**src/plte_pkg.sv**
```systemverilog
// Shared types and constants for the piecewise-linear table evaluator.
package plte_pkg;

  localparam int DATA_W         = 32;
  localparam int COUNT_W        = 5;
  localparam int IDX_W          = 4;
  localparam int STATUS_W       = 2;
  localparam int MAX_POINTS_DEF = 16;
  localparam int CNT_W          = 7;
  localparam int MUL_STEPS      = 32;
  localparam int DIV_STEPS      = 64;

  localparam logic [COUNT_W-1:0]  COUNT_RESET  = 5'd2;
  localparam logic [STATUS_W-1:0] STATUS_OK    = 2'd0;
  localparam logic [STATUS_W-1:0] STATUS_FEW   = 2'd1;
  localparam logic [STATUS_W-1:0] STATUS_ORDER = 2'd2;
  localparam logic                KIND_LOAD    = 1'b0;
  localparam logic                KIND_EVAL    = 1'b1;

  // controller -> datapath
  typedef struct packed {
    logic             accept;
    logic             scan;
    logic             prep;
    logic             mul;
    logic             div;
    logic             load_out;
    logic [CNT_W-1:0] cnt;
  } cmd_t;

  // datapath -> controller
  typedef struct packed {
    logic [COUNT_W-1:0] n_eff;
    logic               is_eval;
    logic               have_next;
  } stat_t;

endpackage

```
**src/plte_datapath.sv**
```systemverilog
// Datapath: breakpoint memories, scan, shift-add multiply, restoring divide.
module plte_datapath #(
  parameter int MAX_POINTS = 16
) (
  input  logic                                   clk,
  input  logic                                   rst,
  input  logic                                   cfg_we,
  input  logic [plte_pkg::COUNT_W-1:0]           cfg_wdata,
  input  logic                                   kind,
  input  logic [plte_pkg::IDX_W-1:0]             entry_index,
  input  logic signed [plte_pkg::DATA_W-1:0]     point_in,
  input  logic signed [plte_pkg::DATA_W-1:0]     point_out,
  input  logic signed [plte_pkg::DATA_W-1:0]     x_value,
  input  plte_pkg::cmd_t                         cmd,
  output plte_pkg::stat_t                        st,
  output logic signed [plte_pkg::DATA_W-1:0]     value,
  output logic [plte_pkg::STATUS_W-1:0]          table_status
);
  import plte_pkg::*;

  localparam int AW = (MAX_POINTS > 1) ? $clog2(MAX_POINTS) : 1;

  logic [DATA_W-1:0] mem_in  [MAX_POINTS];
  logic [DATA_W-1:0] mem_out [MAX_POINTS];

  logic [COUNT_W-1:0] point_count;
  logic [COUNT_W-1:0] n_used;
  logic [COUNT_W-1:0] n_eff;

  logic                     is_eval;
  logic signed [DATA_W-1:0] x;
  logic signed [DATA_W-1:0] rd_in, rd_out;
  logic signed [DATA_W-1:0] prev_in, seg_in, seg_out, nxt_in, nxt_out;
  logic                     stopped, have_next, order_bad;

  logic [DATA_W-1:0]     span;
  logic [DATA_W-1:0]     mplier;
  logic [2*DATA_W-1:0]   mcand;
  logic [2*DATA_W-1:0]   prod;
  logic [DATA_W-1:0]     rem;
  logic                  neg;

  logic signed [DATA_W:0]   d_span, d_dx, d_step;
  logic [DATA_W:0]          mag;
  logic [DATA_W:0]          trial;
  logic [DATA_W+1:0]        diff;
  logic [DATA_W:0]          quot;
  logic signed [DATA_W+2:0] offset, sum;
  logic signed [DATA_W-1:0] sat;
  logic                     first;

  assign n_used = ({{(32-COUNT_W){1'b0}}, point_count} > MAX_POINTS) ?
                  COUNT_W'(MAX_POINTS) : point_count;
  assign n_eff  = (n_used == '0) ? COUNT_W'(1) : n_used;
  assign first  = (cmd.cnt == CNT_W'(1));

  assign st.n_eff     = n_eff;
  assign st.is_eval   = is_eval;
  assign st.have_next = have_next;

  always_ff @(posedge clk) begin
    if (rst) begin
      point_count <= COUNT_RESET;
    end else if (cfg_we) begin
      point_count <= cfg_wdata;
    end
  end

  // table storage, one write and one registered read a cycle
  always_ff @(posedge clk) begin
    if (cmd.accept && kind == KIND_LOAD &&
        {{(32-IDX_W){1'b0}}, entry_index} < MAX_POINTS) begin
      mem_in[AW'(entry_index)]  <= point_in;
      mem_out[AW'(entry_index)] <= point_out;
    end
    rd_in  <= mem_in[AW'(cmd.cnt)];
    rd_out <= mem_out[AW'(cmd.cnt)];
  end

  // word capture and segment scan
  always_ff @(posedge clk) begin
    if (cmd.accept) begin
      is_eval <= (kind == KIND_EVAL);
      x       <= x_value;
    end
    if (cmd.scan && cmd.cnt != '0) begin
      prev_in <= rd_in;
      if (first) begin
        seg_in    <= rd_in;
        seg_out   <= rd_out;
        stopped   <= (x <= rd_in);
        have_next <= 1'b0;
        order_bad <= 1'b0;
      end else begin
        if (rd_in <= prev_in) order_bad <= 1'b1;
        if (!stopped) begin
          if (x >= rd_in) begin
            seg_in  <= rd_in;
            seg_out <= rd_out;
          end else begin
            stopped   <= 1'b1;
            have_next <= 1'b1;
            nxt_in    <= rd_in;
            nxt_out   <= rd_out;
          end
        end
      end
    end
  end

  assign d_span = {nxt_in[DATA_W-1], nxt_in} - {seg_in[DATA_W-1], seg_in};
  assign d_dx   = {x[DATA_W-1], x} - {seg_in[DATA_W-1], seg_in};
  assign d_step = {nxt_out[DATA_W-1], nxt_out} - {seg_out[DATA_W-1], seg_out};
  assign mag    = d_step[DATA_W] ? (DATA_W+1)'(-d_step) : d_step;

  assign trial = {rem, prod[2*DATA_W-1]};
  assign diff  = {1'b0, trial} - {2'b0, span};

  // multiply then divide, sharing the product register as quotient
  always_ff @(posedge clk) begin
    if (cmd.prep) begin
      span   <= d_span[DATA_W-1:0];
      mplier <= d_dx[DATA_W-1:0];
      mcand  <= {{(DATA_W-1){1'b0}}, mag};
      neg    <= d_step[DATA_W];
      prod   <= '0;
      rem    <= '0;
    end else if (cmd.mul) begin
      if (mplier[0]) prod <= prod + mcand;
      mcand  <= mcand << 1;
      mplier <= mplier >> 1;
    end else if (cmd.div) begin
      if (!diff[DATA_W+1]) begin
        rem  <= diff[DATA_W-1:0];
        prod <= {prod[2*DATA_W-2:0], 1'b1};
      end else begin
        rem  <= trial[DATA_W-1:0];
        prod <= {prod[2*DATA_W-2:0], 1'b0};
      end
    end
  end

  assign quot   = prod[DATA_W:0];
  assign offset = neg ? -$signed({2'b0, quot}) : $signed({2'b0, quot});
  assign sum    = $signed({{3{seg_out[DATA_W-1]}}, seg_out}) + offset;

  always_comb begin
    priority if (sum > $signed((DATA_W+3)'(33'sh0_7FFF_FFFF))) begin
      sat = {1'b0, {(DATA_W-1){1'b1}}};
    end else if (sum < -$signed((DATA_W+3)'(33'sh0_8000_0000))) begin
      sat = {1'b1, {(DATA_W-1){1'b0}}};
    end else begin
      sat = sum[DATA_W-1:0];
    end
  end

  always_ff @(posedge clk) begin
    if (cmd.load_out) begin
      if (!is_eval)       value <= '0;
      else if (have_next) value <= sat;
      else                value <= seg_out;
      if (n_used < COUNT_W'(2)) table_status <= STATUS_FEW;
      else if (order_bad)       table_status <= STATUS_ORDER;
      else                      table_status <= STATUS_OK;
    end
  end

endmodule

```
**src/plte_ctrl.sv**
```systemverilog
// Controller state machine: sequences scan, multiply, divide and output.
module plte_ctrl (
  input  logic            clk,
  input  logic            rst,
  input  logic            in_valid,
  output logic            in_stall,
  output logic            out_valid,
  input  logic            out_stall,
  input  plte_pkg::stat_t st,
  output plte_pkg::cmd_t  cmd
);
  import plte_pkg::*;

  localparam logic [2:0] S_IDLE = 3'd0;
  localparam logic [2:0] S_SCAN = 3'd1;
  localparam logic [2:0] S_PREP = 3'd2;
  localparam logic [2:0] S_MUL  = 3'd3;
  localparam logic [2:0] S_DIV  = 3'd4;
  localparam logic [2:0] S_DONE = 3'd5;

  logic [2:0]       state, state_next;
  logic [CNT_W-1:0] cnt, cnt_next;
  logic             out_valid_next;
  logic             out_free;

  assign in_stall = (state != S_IDLE);
  assign out_free = !out_valid || !out_stall;

  always_comb begin
    state_next = state;
    cnt_next   = cnt + CNT_W'(1);
    cmd        = '0;
    cmd.cnt    = cnt;
    unique case (state)
      S_IDLE: begin
        cnt_next = '0;
        if (in_valid) begin
          cmd.accept = 1'b1;
          state_next = S_SCAN;
        end
      end
      S_SCAN: begin
        cmd.scan = 1'b1;
        if (cnt == CNT_W'(st.n_eff)) state_next = S_PREP;
      end
      S_PREP: begin
        cnt_next = '0;
        if (st.is_eval && st.have_next) begin
          cmd.prep   = 1'b1;
          state_next = S_MUL;
        end else begin
          state_next = S_DONE;
        end
      end
      S_MUL: begin
        cmd.mul = 1'b1;
        if (cnt == CNT_W'(MUL_STEPS - 1)) begin
          cnt_next   = '0;
          state_next = S_DIV;
        end
      end
      S_DIV: begin
        cmd.div = 1'b1;
        if (cnt == CNT_W'(DIV_STEPS - 1)) state_next = S_DONE;
      end
      S_DONE: begin
        if (out_free) begin
          cmd.load_out = 1'b1;
          state_next   = S_IDLE;
        end
      end
      default: state_next = S_IDLE;
    endcase
  end

  always_comb begin
    out_valid_next = out_valid && out_stall;
    if (cmd.load_out) out_valid_next = 1'b1;
  end

  always_ff @(posedge clk) begin
    if (rst) begin
      state     <= S_IDLE;
      cnt       <= '0;
      out_valid <= 1'b0;
    end else begin
      state     <= state_next;
      cnt       <= cnt_next;
      out_valid <= out_valid_next;
    end
  end

endmodule

```
**src/piecewise_linear_table_eval.sv**
```systemverilog
// Top level of the piecewise-linear breakpoint table evaluator.
//
// Input channel (in_valid / in_stall) carries one word per item: kind 0
// loads breakpoint entry_index with (point_in, point_out); kind 1
// evaluates the table at x_value. Each word gives exactly one result word
// on the output channel (out_valid / out_stall): value (zero for loads)
// and table_status for the table as it stands after the item.
// point_count is written through cfg_we / cfg_wdata while idle; the user
// is bound to that, the block itself does not enforce it. A word is
// accepted only while the controller is idle. The scan makes one memory
// read per point in use, at least one point. An interpolating evaluation
// then adds a shift-add multiply and a restoring divide before its result.
// The result sits in an output register; the next word is taken while it
// waits. If the receiver stalls, a finished result is held in the
// datapath, with the controller waiting, until the output register frees.
// Reset (rst, synchronous) empties the pipeline and sets point_count to
// 2; table contents are undefined until loaded.
module piecewise_linear_table_eval #(
  parameter int MAX_POINTS = plte_pkg::MAX_POINTS_DEF
) (
  input  logic                                clk,
  input  logic                                rst,
  input  logic                                cfg_we,
  input  logic [plte_pkg::COUNT_W-1:0]        cfg_wdata,
  input  logic                                in_valid,
  output logic                                in_stall,
  input  logic                                kind,
  input  logic [plte_pkg::IDX_W-1:0]          entry_index,
  input  logic signed [plte_pkg::DATA_W-1:0]  point_in,
  input  logic signed [plte_pkg::DATA_W-1:0]  point_out,
  input  logic signed [plte_pkg::DATA_W-1:0]  x_value,
  output logic                                out_valid,
  input  logic                                out_stall,
  output logic signed [plte_pkg::DATA_W-1:0]  value,
  output logic [plte_pkg::STATUS_W-1:0]       table_status
);
  import plte_pkg::*;

  cmd_t  cmd;
  stat_t st;

  // sequencing: idle, scan, operand prep, multiply, divide, hand-off
  plte_ctrl u_ctrl (
    .clk       (clk),
    .rst       (rst),
    .in_valid  (in_valid),
    .in_stall  (in_stall),
    .out_valid (out_valid),
    .out_stall (out_stall),
    .st        (st),
    .cmd       (cmd)
  );

  // memories, scan registers, arithmetic and the output register
  plte_datapath #(
    .MAX_POINTS (MAX_POINTS)
  ) u_dp (
    .clk          (clk),
    .rst          (rst),
    .cfg_we       (cfg_we),
    .cfg_wdata    (cfg_wdata),
    .kind         (kind),
    .entry_index  (entry_index),
    .point_in     (point_in),
    .point_out    (point_out),
    .x_value      (x_value),
    .cmd          (cmd),
    .st           (st),
    .value        (value),
    .table_status (table_status)
  );

endmodule

```
**config.mk**
```make
export PLATFORM = sky130hd
export DESIGN_NAME = piecewise_linear_table_eval
export DESIGN_NICKNAME = d
export VERILOG_FILES = /design/src/plte_pkg.sv /design/src/plte_datapath.sv /design/src/plte_ctrl.sv /design/src/piecewise_linear_table_eval.sv
export SDC_FILE = /design/constraint.sdc
export NUM_CORES = 2
export LEC_CHECK = 0
export BUFFER_PORTS_ARGS = -buffer_cell sky130_fd_sc_hd__buf_2
export CAP_MARGIN = 20
export CELL_PAD_IN_SITES_DETAIL_PLACEMENT = 1
export CELL_PAD_IN_SITES_GLOBAL_PLACEMENT = 2
export CORE_UTILIZATION = 42
export DETAILED_ROUTE_END_ITERATION = 6
export MAX_ROUTING_LAYER = met4
export PLACE_DENSITY_LB_ADDON = 0.1
export SLEW_MARGIN = 0
export SYNTH_ARGS = -nofsm -noshare
export SYNTH_HDL_FRONTEND = slang
export SYNTH_SLANG_ARGS = --single-unit
```
**constraint.sdc**
```tcl
create_clock -name clk -period 7.81 [get_ports clk]
set_clock_uncertainty 0.2 [all_clocks]
set_input_delay 1.562 -clock clk [delete_from_list [all_inputs] [get_ports clk]]
set_output_delay 1.562 -clock clk [all_outputs]
set_load 0.01 [all_outputs]
```
# After elaboration in Yosys (flattened, before gate mapping)
# Memories as Yosys holds them, arrays and structs flattened. A register that Yosys moved wholly into a read port is not among the register bits.
# Cells that the tools add are included.
[classes]
n_addsub = 9
magnitude_cmp = 7
n_eq_ne = 17
n_mux = 50
bitwise = 5
reduce_logical = 23
[op_table]
columns = ["cell", "count"]
rows = [
  ["2-to-1 mux 32 bit", 12],
  ["2-to-1 mux 64 bit", 3],
  ["2-to-1 mux 33 bit", 3],
  ["adder 64 bit", 1],
  ["less-or-equal comparator 32 bit", 2],
  ["subtractor 32 bit", 2],
  ["adder 32 x 35 -> 35 bit", 1],
  ["> comparator 35 x 32 -> 1 bit, second input constant", 1],
  ["less-than comparator 35 x 32 -> 1 bit, second input constant", 1],
  ["2-to-1 mux 35 bit", 1],
  ["negator 33 -> 35 bit", 1],
  ["subtractor 33 x 32 -> 34 bit", 1],
  ["negator 33 bit", 1],
  ["subtractor 32 x 32 -> 33 bit", 1],
  [">= comparator 32 bit", 1],
  ["2-to-1 mux 1 bit", 19],
  ["2-to-1 mux 3 bit", 6],
  ["case mux 3 bit (6 select lines)", 1],
  ["case mux 7 bit (2 select lines)", 1],
  ["inequality test 2 x 1 -> 1 bit, second input constant", 6],
  ["2-to-1 mux 5 bit", 2],
  ["nonzero test 2 bit", 4],
  ["adder 7 x 1 -> 7 bit, second input constant", 1],
  ["equality test 7 x 1 -> 1 bit, second input constant", 1],
  ["other kinds (24)", 38],
]
[totals]
register_bits = 471
ram_bits = 1024
in_bits = 111
output_inout_bits = 36
elab_cells = 136
mem_count = 2
[mem_list]
columns = ["name", "depth", "word_bits", "rd", "rd_clocked_by_memory_dff", "write_ports", "line_no", "text"]
rows = [
  ["u_dp.mem_in", 16, 32, 1, 1, 1, "plte_datapath.sv:23", "logic [DATA_W-1:0] mem_in [MAX_POINTS];"],
  ["u_dp.mem_out", 16, 32, 1, 1, 1, "plte_datapath.sv:24", "logic [DATA_W-1:0] mem_out [MAX_POINTS];"],
]

# Depth between registers and ports, before layout
[logic_depth]
ltp_word = 7
mapped_depth = 23
depth_no_buf = 21

# Hierarchy
# A second synthesis with hierarchy kept.
[hier_totals]
cells_unflattened = 4958
hier_area_um2 = 72061.6
[modules_own_cells]
columns = ["module", "instances", "cells_each", "area_each_um2", "seq_area_each_um2"]
rows = [
  ["plte_datapath", 1, 4884, 71414.7, 44522.7],
  ["plte_ctrl", 1, 74, 646.9, 220.2],
]

# Least setup slack after synthesis
# No wires, ideal clock.
[synth_timing]
kind = "input to register"
from = "in in_valid"
to = "mem u_dp.mem_in[0][0] (enable)"
setup_time_ns = 0.565
arrival_time_ns = 7.301
t_required_ns = 7.045
path_slack_ns = -0.256
path_stages = 4
path_buffers = 0
path_cell_list = "and2_1 -> nand2b_1 -> or3_1 -> nor3_1"
[synth_between]
elab_chain_len = 5
[synth_lines]
columns = ["element", "line_no", "text"]
rows = [
  ["start, declared", "piecewise_linear_table_eval.sv:25", "input logic in_valid,"],
  ["2-to-1 mux 1 bit", "plte_ctrl.sv:37", "if (in_valid) begin"],
  ["2-to-1 mux 1 bit", "plte_ctrl.sv:34", "unique case (state)"],
  ["logical AND 1 bit", "plte_datapath.sv:71", "if (cmd.accept && kind == KIND_LOAD &&"],
  ["2-to-1 mux 1 bit", "plte_datapath.sv:71", ""],
  ["2-to-1 mux 1 bit (implied by the code)", "plte_datapath.sv:73", "mem_in[AW'(entry_index)] <= point_in;"],
  ["end, declared", "plte_datapath.sv:23", ""],
]
# Every way passes these cells.

# Final worst setup path
[layout_timing]
from = "reg u_dp.prod[6]"
to = "reg u_dp.value[1] (netlist bit), data pin"
[layout_between]
elab_chain_len = 7
[layout_lines]
columns = ["element", "line_no", "text"]
rows = [
  ["start, declared", "plte_datapath.sv:39", "logic [2*DATA_W-1:0] prod;"],
  ["start signal, assigned", "plte_datapath.sv:129", "if (mplier[0]) prod <= prod + mcand;"],
  ["start signal, assigned", "plte_datapath.sv:135", "prod <= {prod[2*DATA_W-2:0], 1'b1};"],
  ["start signal, assigned", "plte_datapath.sv:138", "prod <= {prod[2*DATA_W-2:0], 1'b0};"],
  ["negator 33 -> 35 bit", "plte_datapath.sv:144", "assign offset = neg ? -$signed({2'b0, quot}) : $signed({2'b0, quot});"],
  ["2-to-1 mux 35 bit (*)", "plte_datapath.sv:144", ""],
  ["adder 32 x 35 -> 35 bit (*)", "plte_datapath.sv:145", "assign sum = $signed({{3{seg_out[DATA_W-1]}}, seg_out}) + offset;"],
  ["less-than comparator 35 x 32 -> 1 bit", "plte_datapath.sv:150", "end else if (sum < -$signed((DATA_W+3)'(33'sh0_8000_0000))) begin"],
  ["2-to-1 mux 32 bit", "plte_datapath.sv:150", ""],
  ["2-to-1 mux 32 bit (*)", "plte_datapath.sv:148", "priority if (sum > $signed((DATA_W+3)'(33'sh0_7FFF_FFFF))) begin"],
  ["2-to-1 mux 32 bit (*)", "plte_datapath.sv:160", "else if (have_next) value <= sat;"],
  ["end signal, assigned", "plte_datapath.sv:160", ""],
  ["end signal, assigned", "plte_datapath.sv:161", "else value <= seg_out;"],
  ["end, declared", "plte_datapath.sv:16", "output logic signed [plte_pkg::DATA_W-1:0] value,"],
]
# Mark *: on every way between the ends. The rest lies on a longest branch, timed or not.
# A chain may end at the register's enable or synchronous reset.

==> results.sh <==
export IMPL_ant_nets=0
export IMPL_worst_ep_arrival_time_ns=7.14
export IMPL_critPathCaptureType="flop"
export IMPL_path_clk_slew_ns=0.06
export IMPL_powerDensity_nw_per_um2=279.6
export IMPL_worst_slew_pin_slew_ns=1.059
export IMPL_grt_pass1_vias=44080
export IMPL_routedWlPerCell_um=24.52
export IMPL_hold_viol=0
export IMPL_maxSlewViolCount=0
export IMPL_grt_pass1_wl_um=282000
export IMPL_post_cts_resized=0
export IMPL_hold_class="reg -> reg"
export IMPL_drive_above_1_share=0.1590
export IMPL_yosys_warnings=0
export IMPL_cts_buffers=171
export IMPL_yosysUniqueCellTypes=81
export IMPL_ctsHoldBuffers=0
export IMPL_h_tree_depth=4
export IMPL_io_pins=147
export IMPL_finalNetCount=5624
export IMPL_period_minus_slack_ns=6.823
export IMPL_placed_area_sq_um=75010
export IMPL_cap_viol_max_count=0
export IMPL_status="completed"
export IMPL_num_rows=151
export IMPL_max_slew_margin=0.2938
export IMPL_coreArea_sq_um=169300
export IMPL_hpwlAfterDp_um=122900
export IMPL_setup_viol=0
export IMPL_drt_total_wl_um=186100
export IMPL_synth_most_common_cell="edfxtp_1"
export IMPL_cp_required_ns=8.12
export IMPL_clockBufferDepth=3
export IMPL_drc=0
export IMPL_cts_root_buf="clkbuf_16"
export IMPL_fin_hold_ws_ns=0.2250
export IMPL_drt_pre_antenna_iters=5
export IMPL_crit_family="compound AO/OA/AOI/OAI gates"
export IMPL_ys_async_sr_fraction=0
export IMPL_dp_cells=7258
export IMPL_fp_dieH_um=414.6
export IMPL_rsz0062_at_grt="false"
export IMPL_grt_overflow=0
export IMPL_routabilityCongestion=0.8634
export IMPL_fin_cells=7590
export IMPL_ir_drop_mv=0.2326
export IMPL_rrSetupSlack_ns=0.99
export IMPL_syn_avg_cell_area_sq_um=14.17
export IMPL_ys_seq_area_frac=0.6259
export IMPL_cts_sinks=1559
export IMPL_crit_chain="or4_1 > nor4_1 > nand2b_1 > nand2b_1 > or3_1 > nand2_1 > xnor2_1 > ha_1 > and3_1 > a221o_1 > a221oi_1 > o21ai_0 > a311oi_1 > o31ai_1 > a21o_1 > a21oi_1 > xor2_1 > a31oi_1 > nor2b_2 > buf_4 > a21oi_1"
export IMPL_via_count=42360
export IMPL_worst_path_max_delay_cell="or4_1"
export IMPL_area_growth_pct=13.21
export IMPL_cts_tree="yes"
export IMPL_syn_instance_count=5046
export IMPL_clkLatencyLatePin_ns=0.82
export IMPL_syn_nets=5456
export IMPL_yosys_area_top_type="edfxtp_1"
export IMPL_tns_ns=0
export IMPL_via_per_inst=5.581
export IMPL_synth_top_flop_cell="edfxtp_1"
export IMPL_grtUsageTotal=0.2227
export IMPL_critical_path_buf_inv_count=1
export IMPL_synth_seq_cells=1559
export IMPL_p_leak_nw=28.43
export IMPL_finalCritPeriodShare=0.8736
export IMPL_cpPeakStageDelay_ns=0.64
export IMPL_synthTopCellsByArea="edfxtp_1 (57%), mux4_2 (10%), dfxtp_1 (5.8%)"
export IMPL_design_area_sq_um=80930
export IMPL_start_util=0.4223
export IMPL_yosysTopAreaCellShare=0.5679
export IMPL_io_buffers=146
export IMPL_cts_setup_buffers=0
export IMPL_path_max_fanout=27
export IMPL_antenna_found_initial=26
export IMPL_drtIter0Drc=2974
export IMPL_syn_area_sq_um=71490
export IMPL_max_freq_mhz=146.6
export IMPL_critical_path_class="reg -> reg"
export IMPL_synth_common_cells="edfxtp_1 (1352), nand2_1 (390), a21oi_1 (352), mux4_2 (320), ha_1 (293)"
export IMPL_synth_edf_count=1352
export IMPL_die_area_sq_um=171900
export IMPL_die_w_um=414.6
export IMPL_crit_path_start_kind="flop"
export IMPL_grt_max_degree=112
## final timing paths
kind | from | endpoint | cells after the start
max | u_dp.prod[6]$_SDFFE_PP0P_ | u_dp.value[1]$_SDFFCE_PN0P_ | 21
min | u_dp.rd_out[0]$_DFF_P_ | u_dp.seg_out[0]$_DFFE_PP_ | 0
max reg2reg | u_dp.prod[6]$_SDFFE_PP0P_ | u_dp.value[1]$_SDFFCE_PN0P_ | 21
min reg2reg | u_dp.rd_out[0]$_DFF_P_ | u_dp.seg_out[0]$_DFFE_PP_ | 0
## cell usage in the layout, fill, tap and decap left out, drive strengths merged, types with 27 or more instances in the layout
cell type  count
o21a          42
a21o         130
xnor2        152
a31oi         37
mux4         320
nand4         40
a211oi        52
dfxtp        207
nand2b        44
buf          208
inv          243
o211ai        48
nor2b         44
clkinv        64
a21oi        353
nand2        390
o21ai        294
nor3          82
nor2         248
or3           27
clkbuf       228
nand3         54
xor2         103
ha           293
edfxtp      1352
## cells by family after synthesis
group | share of synthesized area
AND/OR/NAND/NOR | 0.06665
adder cells (fa/ha/maj) | 0.05296
XOR/XNOR | 0.03124
multiplexers | 0.1034
buffers and inverters | 0.02403
flip-flops | 0.6259
AO/OA/AOI/OAI | 0.09586
## flip-flops by register name, summed over array words and instances (netlist names), 2 cells and up
signal	flops
u_dp.value	32
u_dp.mplier	32
u_dp.nxt_out	32
u_ctrl.state	3
u_dp.point_count	5
u_dp.prev_in	32
u_dp.rem	32
u_dp.nxt_in	32
u_ctrl.cnt	7
u_dp.mcand	64
u_dp.table_status	2
u_dp.x	32
u_dp.seg_out	32
u_dp.rd_out	32
u_dp.seg_in	32
u_dp.prod	64
u_dp.mem_in	512
u_dp.span	32
u_dp.rd_in	32
u_dp.mem_out	512
## per-layer routing
metal	wire length (um)	global-route usage
met4	4077	0.05305
met3	6578	0.03025
met2	90510	0.3604
met1	84980	0.2984
met5	0	-
## power breakdown
group	switching (mW)	internal (mW)
clock network	3.44	4.88
logic	2.58	1.84
registers	0.427	9.46
## per-stage QoR
stage | util | power (mW) | worst slack, ns
2_1_floorplan | - | 13.20 | 0.2145
3_3_place_gp | 0.4429 | 14.46 | 1.098
3_5_place_dp | 0.4431 | 14.50 | 1.026
4_1_cts | 0.4777 | 22.89 | 0.9704
5_1_grt | 0.4780 | 23.68 | 0.4565
6_report | 0.4781 | 22.63 | 0.9869
## cell type report
type                       instances  area [sq um]
fill                           16680         88350
sequential                      1559         44760
multi-input combinational       3034         25250
clock buffer                     228          4710
tap                             2218          2775
timing repair buffer             208          1349
clock inverter                    89          1152
inverter                         240         905.9
antenna                           14         35.03
## worst reg2reg max path, cell delays in order, from the launching register on
cell and delay, ns:
dfxtp_1 0.39, or4_1 0.64, nor4_1 0.31, nand2b_1 0.19
nand2b_1 0.20, or3_1 0.42, nand2_1 0.12, xnor2_1 0.17
ha_1 0.34, and3_1 0.22, a221o_1 0.31, a221oi_1 0.41
o21ai_0 0.16, a311oi_1 0.61, o31ai_1 0.24, a21o_1 0.23
a21oi_1 0.17, xor2_1 0.29, a31oi_1 0.15, nor2b_2 0.25
buf_4 0.36, a21oi_1 0.14
No activity file was read; power rests on OpenSTA's default activity.
